$ cat src/lsfr_pkg.sv
`default_nettype none
package lsfr_pkg;

  localparam logic [7:0] START_BYTE = 8'h02;
  localparam logic [7:0] DIST_CMD   = 8'hb0;

  localparam logic [15:0] POLY_RESET   = 16'h8005;
  localparam logic [7:0]  ADDR_RESET   = 8'h80;
  localparam logic        SCALES_RESET = 1'b1;

  localparam int CFG_ADDR_W = 4;
  localparam int CFG_DATA_W = 32;

  localparam logic [1:0] REG_POLY   = 2'd0;
  localparam logic [1:0] REG_ADDR   = 2'd1;
  localparam logic [1:0] REG_SCALES = 2'd2;

  localparam logic KIND_MEAS = 1'b0;
  localparam logic KIND_END  = 1'b1;

  localparam logic [1:0] SCALE_UNIT = 2'd0;
  localparam logic [1:0] SCALE_TENTH = 2'd1;
  localparam logic [1:0] SCALE_TEN  = 2'd2;

  localparam int IN_DATA_W  = 8;
  localparam int OUT_DATA_W = 56;

  localparam int QUEUE_DEPTH = 4;
  localparam int QPTR_W      = $clog2(QUEUE_DEPTH);
  localparam int QCNT_W      = $clog2(QUEUE_DEPTH + 1);

  typedef struct packed {
    logic [15:0] poly;
    logic [7:0]  addr;
    logic        scales;
  } cfg_t;

  typedef struct packed {
    logic        kind;
    logic [13:0] meas_index;
    logic [12:0] range_raw;
    logic        glare;
    logic        warn;
    logic        stop;
    logic [1:0]  scale;
    logic        crc_good;
    logic [16:0] frame_length;
    logic        is_dist;
  } res_t;

endpackage
`default_nettype wire

$ cat src/lsfr_parse.sv
`default_nettype none
module lsfr_parse (
  input  wire                 clk,
  input  wire                 rst_n,
  input  wire                 byte_valid,
  input  wire [7:0]           byte_data,
  input  lsfr_pkg::cfg_t      cfg,
  output logic                push,
  output lsfr_pkg::res_t      push_res
);
  import lsfr_pkg::*;

  typedef enum logic [2:0] {
    PH_HUNT, PH_ADDR, PH_LEN_LO, PH_LEN_HI, PH_PAYLOAD, PH_CRC_LO, PH_CRC_HI
  } phase_t;

  phase_t      phase_r, phase_nxt;
  logic [15:0] len_r, len_nxt;
  logic [16:0] cnt_r, cnt_nxt;
  logic [15:0] crc_r, crc_nxt;
  logic [7:0]  prev_r, prev_nxt;
  logic [7:0]  crc_lo_r, crc_lo_nxt;
  logic [7:0]  cmd_r, cmd_nxt;
  logic [13:0] mcount_r, mcount_nxt;
  logic [7:0]  held_r, held_nxt;
  logic [1:0]  scale_r, scale_nxt;
  logic [13:0] midx_r, midx_nxt;
  logic [15:0] crc_fed;
  logic [15:0] len_full;

  assign crc_fed = {crc_r[14:0], 1'b0} ^ (crc_r[15] ? cfg.poly : 16'h0000)
                 ^ {prev_r, byte_data};
  assign len_full = {byte_data, len_r[7:0]};

  always_comb begin
    phase_nxt  = phase_r;
    len_nxt    = len_r;
    cnt_nxt    = cnt_r;
    crc_nxt    = crc_r;
    prev_nxt   = prev_r;
    crc_lo_nxt = crc_lo_r;
    cmd_nxt    = cmd_r;
    mcount_nxt = mcount_r;
    held_nxt   = held_r;
    scale_nxt  = scale_r;
    midx_nxt   = midx_r;
    push       = 1'b0;
    push_res   = '0;
    if (byte_valid) begin
      case (phase_r)
        PH_HUNT, PH_ADDR: begin
          if (phase_r == PH_ADDR && byte_data == cfg.addr) begin
            crc_nxt   = crc_fed;
            prev_nxt  = byte_data;
            phase_nxt = PH_LEN_LO;
          end else if (byte_data == START_BYTE) begin
            crc_nxt    = {8'h00, START_BYTE};
            prev_nxt   = START_BYTE;
            len_nxt    = '0;
            cnt_nxt    = '0;
            crc_lo_nxt = '0;
            cmd_nxt    = '0;
            mcount_nxt = '0;
            held_nxt   = '0;
            scale_nxt  = SCALE_UNIT;
            midx_nxt   = '0;
            phase_nxt  = PH_ADDR;
          end else begin
            phase_nxt = PH_HUNT;
          end
        end
        PH_LEN_LO: begin
          crc_nxt   = crc_fed;
          prev_nxt  = byte_data;
          len_nxt   = {8'h00, byte_data};
          phase_nxt = PH_LEN_HI;
        end
        PH_LEN_HI: begin
          crc_nxt   = crc_fed;
          prev_nxt  = byte_data;
          len_nxt   = len_full;
          cnt_nxt   = '0;
          phase_nxt = (len_full == 16'h0000) ? PH_CRC_LO : PH_PAYLOAD;
        end
        PH_PAYLOAD: begin
          crc_nxt  = crc_fed;
          prev_nxt = byte_data;
          if (cnt_r == 17'd0) begin
            cmd_nxt = byte_data;
          end else if (cnt_r == 17'd1) begin
            held_nxt = byte_data;
          end else if (cnt_r == 17'd2) begin
            mcount_nxt = {byte_data[5:0], held_r};
            if (!cfg.scales) begin
              scale_nxt = SCALE_UNIT;
            end else if (byte_data[7]) begin
              scale_nxt = SCALE_TEN;
            end else if (byte_data[6]) begin
              scale_nxt = SCALE_TENTH;
            end else begin
              scale_nxt = SCALE_UNIT;
            end
            midx_nxt = '0;
          end else if (cnt_r[0]) begin
            held_nxt = byte_data;
          end else if (cmd_r == DIST_CMD && midx_r < mcount_r) begin
            push                = 1'b1;
            push_res.kind       = KIND_MEAS;
            push_res.meas_index = midx_r;
            push_res.range_raw  = {byte_data[4:0], held_r};
            push_res.glare      = byte_data[5];
            push_res.warn       = byte_data[6];
            push_res.stop       = byte_data[7];
            push_res.scale      = scale_r;
            midx_nxt            = midx_r + 14'd1;
          end
          cnt_nxt = cnt_r + 17'd1;
          if (cnt_nxt >= {1'b0, len_r}) begin
            phase_nxt = PH_CRC_LO;
          end
        end
        PH_CRC_LO: begin
          crc_lo_nxt = byte_data;
          phase_nxt  = PH_CRC_HI;
        end
        PH_CRC_HI: begin
          push                  = 1'b1;
          push_res.kind         = KIND_END;
          push_res.crc_good     = ({byte_data, crc_lo_r} == crc_r);
          push_res.frame_length = {1'b0, len_r} + 17'd6;
          push_res.is_dist      = (len_r != 16'h0000) && (cmd_r == DIST_CMD);
          phase_nxt             = PH_HUNT;
        end
        default: begin
          phase_nxt = PH_HUNT;
        end
      endcase
    end
  end

  always_ff @(posedge clk) begin
    if (!rst_n) begin
      phase_r  <= PH_HUNT;
      len_r    <= '0;
      cnt_r    <= '0;
      crc_r    <= '0;
      prev_r   <= '0;
      crc_lo_r <= '0;
      cmd_r    <= '0;
      mcount_r <= '0;
      held_r   <= '0;
      scale_r  <= SCALE_UNIT;
      midx_r   <= '0;
    end else begin
      phase_r  <= phase_nxt;
      len_r    <= len_nxt;
      cnt_r    <= cnt_nxt;
      crc_r    <= crc_nxt;
      prev_r   <= prev_nxt;
      crc_lo_r <= crc_lo_nxt;
      cmd_r    <= cmd_nxt;
      mcount_r <= mcount_nxt;
      held_r   <= held_nxt;
      scale_r  <= scale_nxt;
      midx_r   <= midx_nxt;
    end
  end

endmodule
`default_nettype wire

$ cat src/lsfr_queue.sv
`default_nettype none
module lsfr_queue (
  input  wire                 clk,
  input  wire                 rst_n,
  input  wire                 push,
  input  lsfr_pkg::res_t      push_res,
  output logic                space,
  input  wire                 pop,
  output logic                avail,
  output lsfr_pkg::res_t      head
);
  import lsfr_pkg::*;

  res_t              mem [QUEUE_DEPTH];
  logic [QPTR_W-1:0] wptr_r, wptr_nxt;
  logic [QPTR_W-1:0] rptr_r, rptr_nxt;
  logic [QCNT_W-1:0] cnt_r, cnt_nxt;
  logic              do_push, do_pop;

  assign space   = (cnt_r != QCNT_W'(QUEUE_DEPTH));
  assign avail   = (cnt_r != '0);
  assign head    = mem[rptr_r];
  assign do_push = push && space;
  assign do_pop  = pop && avail;

  always_comb begin
    wptr_nxt = wptr_r;
    rptr_nxt = rptr_r;
    cnt_nxt  = cnt_r;
    if (do_push) begin
      wptr_nxt = (wptr_r == QPTR_W'(QUEUE_DEPTH - 1)) ? '0 : wptr_r + 1'b1;
    end
    if (do_pop) begin
      rptr_nxt = (rptr_r == QPTR_W'(QUEUE_DEPTH - 1)) ? '0 : rptr_r + 1'b1;
    end
    if (do_push && !do_pop) begin
      cnt_nxt = cnt_r + 1'b1;
    end else if (do_pop && !do_push) begin
      cnt_nxt = cnt_r - 1'b1;
    end
  end

  always_ff @(posedge clk) begin
    if (do_push) begin
      mem[wptr_r] <= push_res;
    end
  end

  always_ff @(posedge clk) begin
    if (!rst_n) begin
      wptr_r <= '0;
      rptr_r <= '0;
      cnt_r  <= '0;
    end else begin
      wptr_r <= wptr_nxt;
      rptr_r <= rptr_nxt;
      cnt_r  <= cnt_nxt;
    end
  end

endmodule
`default_nettype wire

$ cat src/lsfr_out.sv
`default_nettype none
module lsfr_out (
  input  wire                             clk,
  input  wire                             rst_n,
  input  wire                             avail,
  input  lsfr_pkg::res_t                  head,
  output logic                            pop,
  output logic                            out_tvalid,
  input  wire                             out_tready,
  output logic [lsfr_pkg::OUT_DATA_W-1:0] out_tdata,
  output logic                            out_tuser
);
  import lsfr_pkg::*;

  logic                  valid_r, valid_nxt;
  logic [OUT_DATA_W-1:0] data_r, data_nxt;
  logic                  user_r, user_nxt;

  assign pop = avail && (!valid_r || out_tready);

  always_comb begin
    valid_nxt = valid_r;
    data_nxt  = data_r;
    user_nxt  = user_r;
    if (pop) begin
      valid_nxt = 1'b1;
      user_nxt  = head.kind;
      data_nxt  = {5'b00000, head.is_dist, head.frame_length, head.crc_good,
                   head.scale, head.stop, head.warn, head.glare,
                   head.range_raw, head.meas_index};
    end else if (out_tready) begin
      valid_nxt = 1'b0;
    end
  end

  always_ff @(posedge clk) begin
    if (!rst_n) begin
      valid_r <= 1'b0;
    end else begin
      valid_r <= valid_nxt;
    end
    data_r <= data_nxt;
    user_r <= user_nxt;
  end

  assign out_tvalid = valid_r;
  assign out_tdata  = data_r;
  assign out_tuser  = user_r;

endmodule
`default_nettype wire

$ cat src/laser_scanner_frame_receiver_unit.sv
// Serial telegram receiver with CRC16 check.
// in_*: one received byte per beat (in_tdata[7:0]).
// out_*: one result per beat; out_tuser is the kind (0 measurement, 1 frame end).
//   Measurements carry index, raw range, flags and scale code; a frame end
//   carries the CRC verdict, total frame length and the distance-frame flag.
// cfg_*: register port for polynomial (0x0), address byte (0x4), scale switch (0x8).
// Throughput is one byte per cycle while the queue has space: the CRC is a single-step shift-and-XOR.
// A result reaches out_tvalid via the queue: the parser writes a four-entry
// queue on the edge that accepts the byte causing it, and the output register
// then loads from the queue head once it is empty or out_tready is high.
// When the receiver stalls, results collect in the queue; in_tready falls
// only once the queue is full, and nothing is dropped.
// Synchronous reset returns the parser to start-byte hunting, empties the
// queue and output register, and restores the register reset values.
`default_nettype none
module laser_scanner_frame_receiver_unit (
  input  wire                             clk,
  input  wire                             rst_n,
  input  wire                             in_tvalid,
  output logic                            in_tready,
  input  wire [lsfr_pkg::IN_DATA_W-1:0]   in_tdata,   // [7:0] in_byte
  output logic                            out_tvalid,
  input  wire                             out_tready,
  // [13:0] meas_index, [26:14] range_raw, [27] glare_flag, [28] warn_field_flag,
  // [29] stop_field_flag, [31:30] scale_code, [32] crc_good,
  // [49:33] frame_length, [50] is_distance_frame, [55:51] zero
  output logic [lsfr_pkg::OUT_DATA_W-1:0] out_tdata,
  output logic                            out_tuser,  // [0] result_kind
  input  wire                             cfg_psel,
  input  wire                             cfg_penable,
  input  wire                             cfg_pwrite,
  input  wire [lsfr_pkg::CFG_ADDR_W-1:0]  cfg_paddr,
  input  wire [lsfr_pkg::CFG_DATA_W-1:0]  cfg_pwdata,
  output logic [lsfr_pkg::CFG_DATA_W-1:0] cfg_prdata,
  output logic                            cfg_pready
);
  import lsfr_pkg::*;

  cfg_t       cfg_r, cfg_nxt;
  logic       cfg_wr;
  logic [1:0] reg_idx;
  logic       in_acc;
  logic       push;
  res_t       push_res;
  logic       space;
  logic       pop;
  logic       avail;
  res_t       head;

  assign cfg_pready = 1'b1;
  assign reg_idx    = cfg_paddr[3:2];
  assign cfg_wr     = cfg_psel && cfg_penable && cfg_pwrite && cfg_pready;

  always_comb begin
    cfg_nxt = cfg_r;
    if (cfg_wr) begin
      case (reg_idx)
        REG_POLY:   cfg_nxt.poly   = cfg_pwdata[15:0];
        REG_ADDR:   cfg_nxt.addr   = cfg_pwdata[7:0];
        REG_SCALES: cfg_nxt.scales = cfg_pwdata[0];
        default:    cfg_nxt = cfg_r;
      endcase
    end
  end

  always_comb begin
    case (reg_idx)
      REG_POLY:   cfg_prdata = {16'h0000, cfg_r.poly};
      REG_ADDR:   cfg_prdata = {24'h000000, cfg_r.addr};
      REG_SCALES: cfg_prdata = {31'd0, cfg_r.scales};
      default:    cfg_prdata = '0;
    endcase
  end

  always_ff @(posedge clk) begin
    if (!rst_n) begin
      cfg_r.poly   <= POLY_RESET;
      cfg_r.addr   <= ADDR_RESET;
      cfg_r.scales <= SCALES_RESET;
    end else begin
      cfg_r <= cfg_nxt;
    end
  end

  assign in_tready = space;
  assign in_acc    = in_tvalid && in_tready;

  lsfr_parse u_parse (
    .clk        (clk),
    .rst_n      (rst_n),
    .byte_valid (in_acc),
    .byte_data  (in_tdata),
    .cfg        (cfg_r),
    .push       (push),
    .push_res   (push_res)
  );

  lsfr_queue u_queue (
    .clk      (clk),
    .rst_n    (rst_n),
    .push     (push),
    .push_res (push_res),
    .space    (space),
    .pop      (pop),
    .avail    (avail),
    .head     (head)
  );

  lsfr_out u_out (
    .clk        (clk),
    .rst_n      (rst_n),
    .avail      (avail),
    .head       (head),
    .pop        (pop),
    .out_tvalid (out_tvalid),
    .out_tready (out_tready),
    .out_tdata  (out_tdata),
    .out_tuser  (out_tuser)
  );

endmodule
`default_nettype wire

$ cat config.mk
export PLATFORM = sky130hd
export DESIGN_NAME = laser_scanner_frame_receiver_unit
export DESIGN_NICKNAME = d
export VERILOG_FILES = /design/src/lsfr_pkg.sv /design/src/lsfr_parse.sv /design/src/lsfr_queue.sv /design/src/lsfr_out.sv /design/src/laser_scanner_frame_receiver_unit.sv
export SDC_FILE = /design/constraint.sdc
export NUM_CORES = 1
export LEC_CHECK = 0
export ABC_AREA = 0
export ABC_CLOCK_PERIOD_IN_PS = 11150
export BUFFER_PORTS_ARGS = -buffer_cell sky130_fd_sc_hd__buf_2
export CAP_MARGIN = 20
export CORE_UTILIZATION = 55
export DETAILED_ROUTE_END_ITERATION = 16
export HOLD_SLACK_MARGIN = 0.12
export PLACE_DENSITY = 0.74
export SYNTH_ARGS = -nofsm -noshare
export SYNTH_HDL_FRONTEND = slang
export SYNTH_HIERARCHICAL = 1
export SYNTH_SLANG_ARGS = --single-unit
$ cat constraint.sdc
create_clock -name clk -period 11.15 [get_ports clk]
set_input_delay 0 -clock clk [delete_from_list [all_inputs] [get_ports clk]]
set_output_delay 0 -clock clk [all_outputs]
set_load 0.02 [all_outputs]
==> results.cfg <==
[final_layout]
nNetsFinal = 1675
diodes = 0
syn_to_final_growth_pct = 14.69
drive_above_1_share = 0.1609
fin_cells = 2058
final_common_cell = edfxtp_1
layout_common_cells = edfxtp_1 (260), dfxtp_1 (147), nand2_1 (132)

[power_and_ir_drop]
p_leak_nw = 7.331
combPwrFrac = 0.023
pwr-share-clk = 0.463
p_int_w = 0.002478
power.total_w = 0.003098
switchingPower_w = 0.0006197
p_sw_frac = 0.2000
seq_power_share = 0.514
powerDensity_nw_per_um2 = 147.2
vdd_drop_max_mv = 0.1110

[timing]
worst_pin_slew_ps = 1071
relSlewSlack = 0.2807
timing_hold_violations_final = 0
setup_viol = 0
clock_skew_ps = 27.95
period_needed_ps = 4170
maxSlewViolCount = 0
period_share = 0.3740
fmax_mhz = 239.8
setup_tns_ps = 0
rsz0062_at_grt = no

[synthesis]
syn_area_um2 = 18350
synth-seq-cells = 409
ys_async_sr_fraction = 0
synth-edff-count = 260
postSynthAreaPerCell_um2 = 12.69
yosysUniqueCellTypes = 74
ys_warn_count = 6
synth_cells = 1446
ys.flop_type = edfxtp_1
synth_seq_area_share = 0.5880

[floorplan]
rows = 66
num_io_pins = 143
fp.dieW_um = 184.7
start_util = 0.5612
coreArea_um2 = 32700
die_area_um2 = 34100
die_y_um = 184.7

[routing]
drt_iter0_markers = 927
detail_route.wl_per_cell_um = 18.77
drc = 0
num_vias = 11590
drtPass1Iterations = 5
antenna_left = 0
viasPerCell = 5.634
wl_um = 38620

[hold_path]
whs_path_depth = 5
hold_path.class = in -> reg

[setup_path]
crit_path_start_kind = flip-flop
r2r_cells = 10
crit_type = reg -> reg
cp_max_fo = 19
end_kind = flip-flop
worstPathArrival_ps = 4630
worstPathRequired_ps = 11610

[clock_tree]
clkTransAtPathRegs_ps = 60
clkSinkCount = 409
cts.htree.levels = 2
clock_path_buffers = 3
root_buffer = clkbuf_16
cts_tree = done
numCtsBuffers = 43
worstSkewPairLatency_ps = 550

[placed_design]
hpwl_um = 23680
globalplace.congestion = 0.8732
placed_cells = 1917
port_buffers = 102

[global_routing]
antenna_found_initial = 0
grtUsageTotal = 0.2303
grt_pass1_vias = 11310
grt_pass1_wl_um = 60770
grt_max_degree = 83
grt-ovfl-total = 0

[status]
status = finished, final reports clean

[flow_run]
drv_cap = 0
## flip-flops by register name, summed over array words and instances, names as in the netlist, 3 cells and up, named ones only
register          count
u_parse/cmd_r         8
u_parse/cnt_r        17
cfg_r                25
u_queue/cnt_r         3
u_parse/mcount_r     14
u_parse/midx_r       14
u_parse/phase_r       3
u_parse/len_r        16
u_parse/crc_r        16
u_parse/crc_lo_r      8
u_parse/held_r        8
u_queue/mem         208
u_parse/prev_r        8
u_out/out_tdata      51
## cell usage after synthesis (24+ instances only)
library cell,number,area share
a21boi_1,24,0.0098
and2_1,59,0.020
and3_1,26,0.0089
buf_4,33,0.013
clkbuf_1,44,0.0090
dfxtp_1,149,0.16
edfxtp_1,260,0.43
ha_1,41,0.028
inv_1,42,0.0086
mux2i_1,47,0.026
mux4_2,52,0.064
nand2_1,132,0.027
nand3_1,56,0.015
nand4_1,25,0.0085
nor2_1,68,0.014
nor2b_1,45,0.015
o21ai_0,28,0.0076
xnor2_1,46,0.022
xor2_1,49,0.023
## routing by layer
layer / GRT usage / wire (µm) / part of all wire / vias up
li1: - / - / - / 5478
met1: 0.3043 / 16580 / 0.43 / 5727
met2: 0.3998 / 19350 / 0.50 / 321
met3: 0.02905 / 1892 / 0.049 / 68
met4: 0.06314 / 796 / 0.021 / 0
met5: 0 / 0 / 0 / -
## cells by family (layout without fill, tap and decap cells)
logic type | after synthesis | after routing | share of synthesized area
fa+ha+maj | 42 | 42 | 0.02904
buf+inv | 144 | 295 | 0.04104
xor+xnor | 95 | 95 | 0.04534
compound gates | 166 | 166 | 0.06457
flops | 409 | 409 | 0.5880
simple gates | 488 | 488 | 0.1420
mux | 99 | 99 | 0.08945
other cells | 3 | 22 | 0.0006136
## worst max-delay path: stages (launching register included)
cell and delay (ps):
dfxtp_1 650, nor2b_1 620, nand3_1 710, nand2b_1 470, and2_4 230, ha_1 180
inv_1 60, fa_1 380, xor2_1 180, or3_2 420, a21boi_0 190
## power groups by stage
stage,clock network [W],logic (W),registers [W]
after global placement,0,0.0000568,0.00163
after detailed placement,0,0.0000572,0.00163
final,0.00143,0.0000719,0.00159
after CTS,0.00145,0.0000702,0.00159
after global routing,0.00151,0.0000767,0.00159
after floorplan,0,0.0000478,0.00163
## cell type report
| class | instances | area, µm² |
|---|---|---|
| Fill cell | 2389 | 11650 |
| Sequential cell | 409 | 10800 |
| Multi-Input combinational cell | 912 | 6903 |
| Timing Repair Buffer | 174 | 1209 |
| Clock buffer | 56 | 1165 |
| Tap cell | 442 | 553.0 |
| Clock inverter | 23 | 264.0 |
| Inverter | 42 | 157.7 |
## final timing paths
path                      startpoint                  to  slack, ps
hold reg to reg     u_parse/cmd_r[5]    u_parse/cmd_r[5]        450
setup / recovery  u_parse/phase_r[1]    u_queue/cnt_r[2]       6980
setup reg to reg  u_parse/phase_r[1]    u_queue/cnt_r[2]       6980
hold / removal             in_tvalid  u_parse/phase_r[2]        190
## stage by stage
stage / hold slack (ps) / utilization / cell area, µm² / worst slack, ps
after detailed placement: 257.8 / 0.5809 / 19000 / 7118
final: 189.0 / 0.6436 / 21050 / 6980
after global routing: 235.3 / 0.6436 / 21050 / 6666
after CTS: 174.3 / 0.6436 / 21050 / 7034
after floorplan: 117.5 / - / 18420 / 6416
after global placement: 245.5 / 0.5809 / 19000 / 7166
## repair_timing
| action | 4_1_cts | 5_1_grt |
|---|---|---|
| endpoints found under the hold margin | 123 | 0 |
| gates resized for setup | 0 | 0 |
| buffers inserted | 0 | 0 |
| hold buffers | 62 | 0 |
Power figures use the tool's default switching activity.
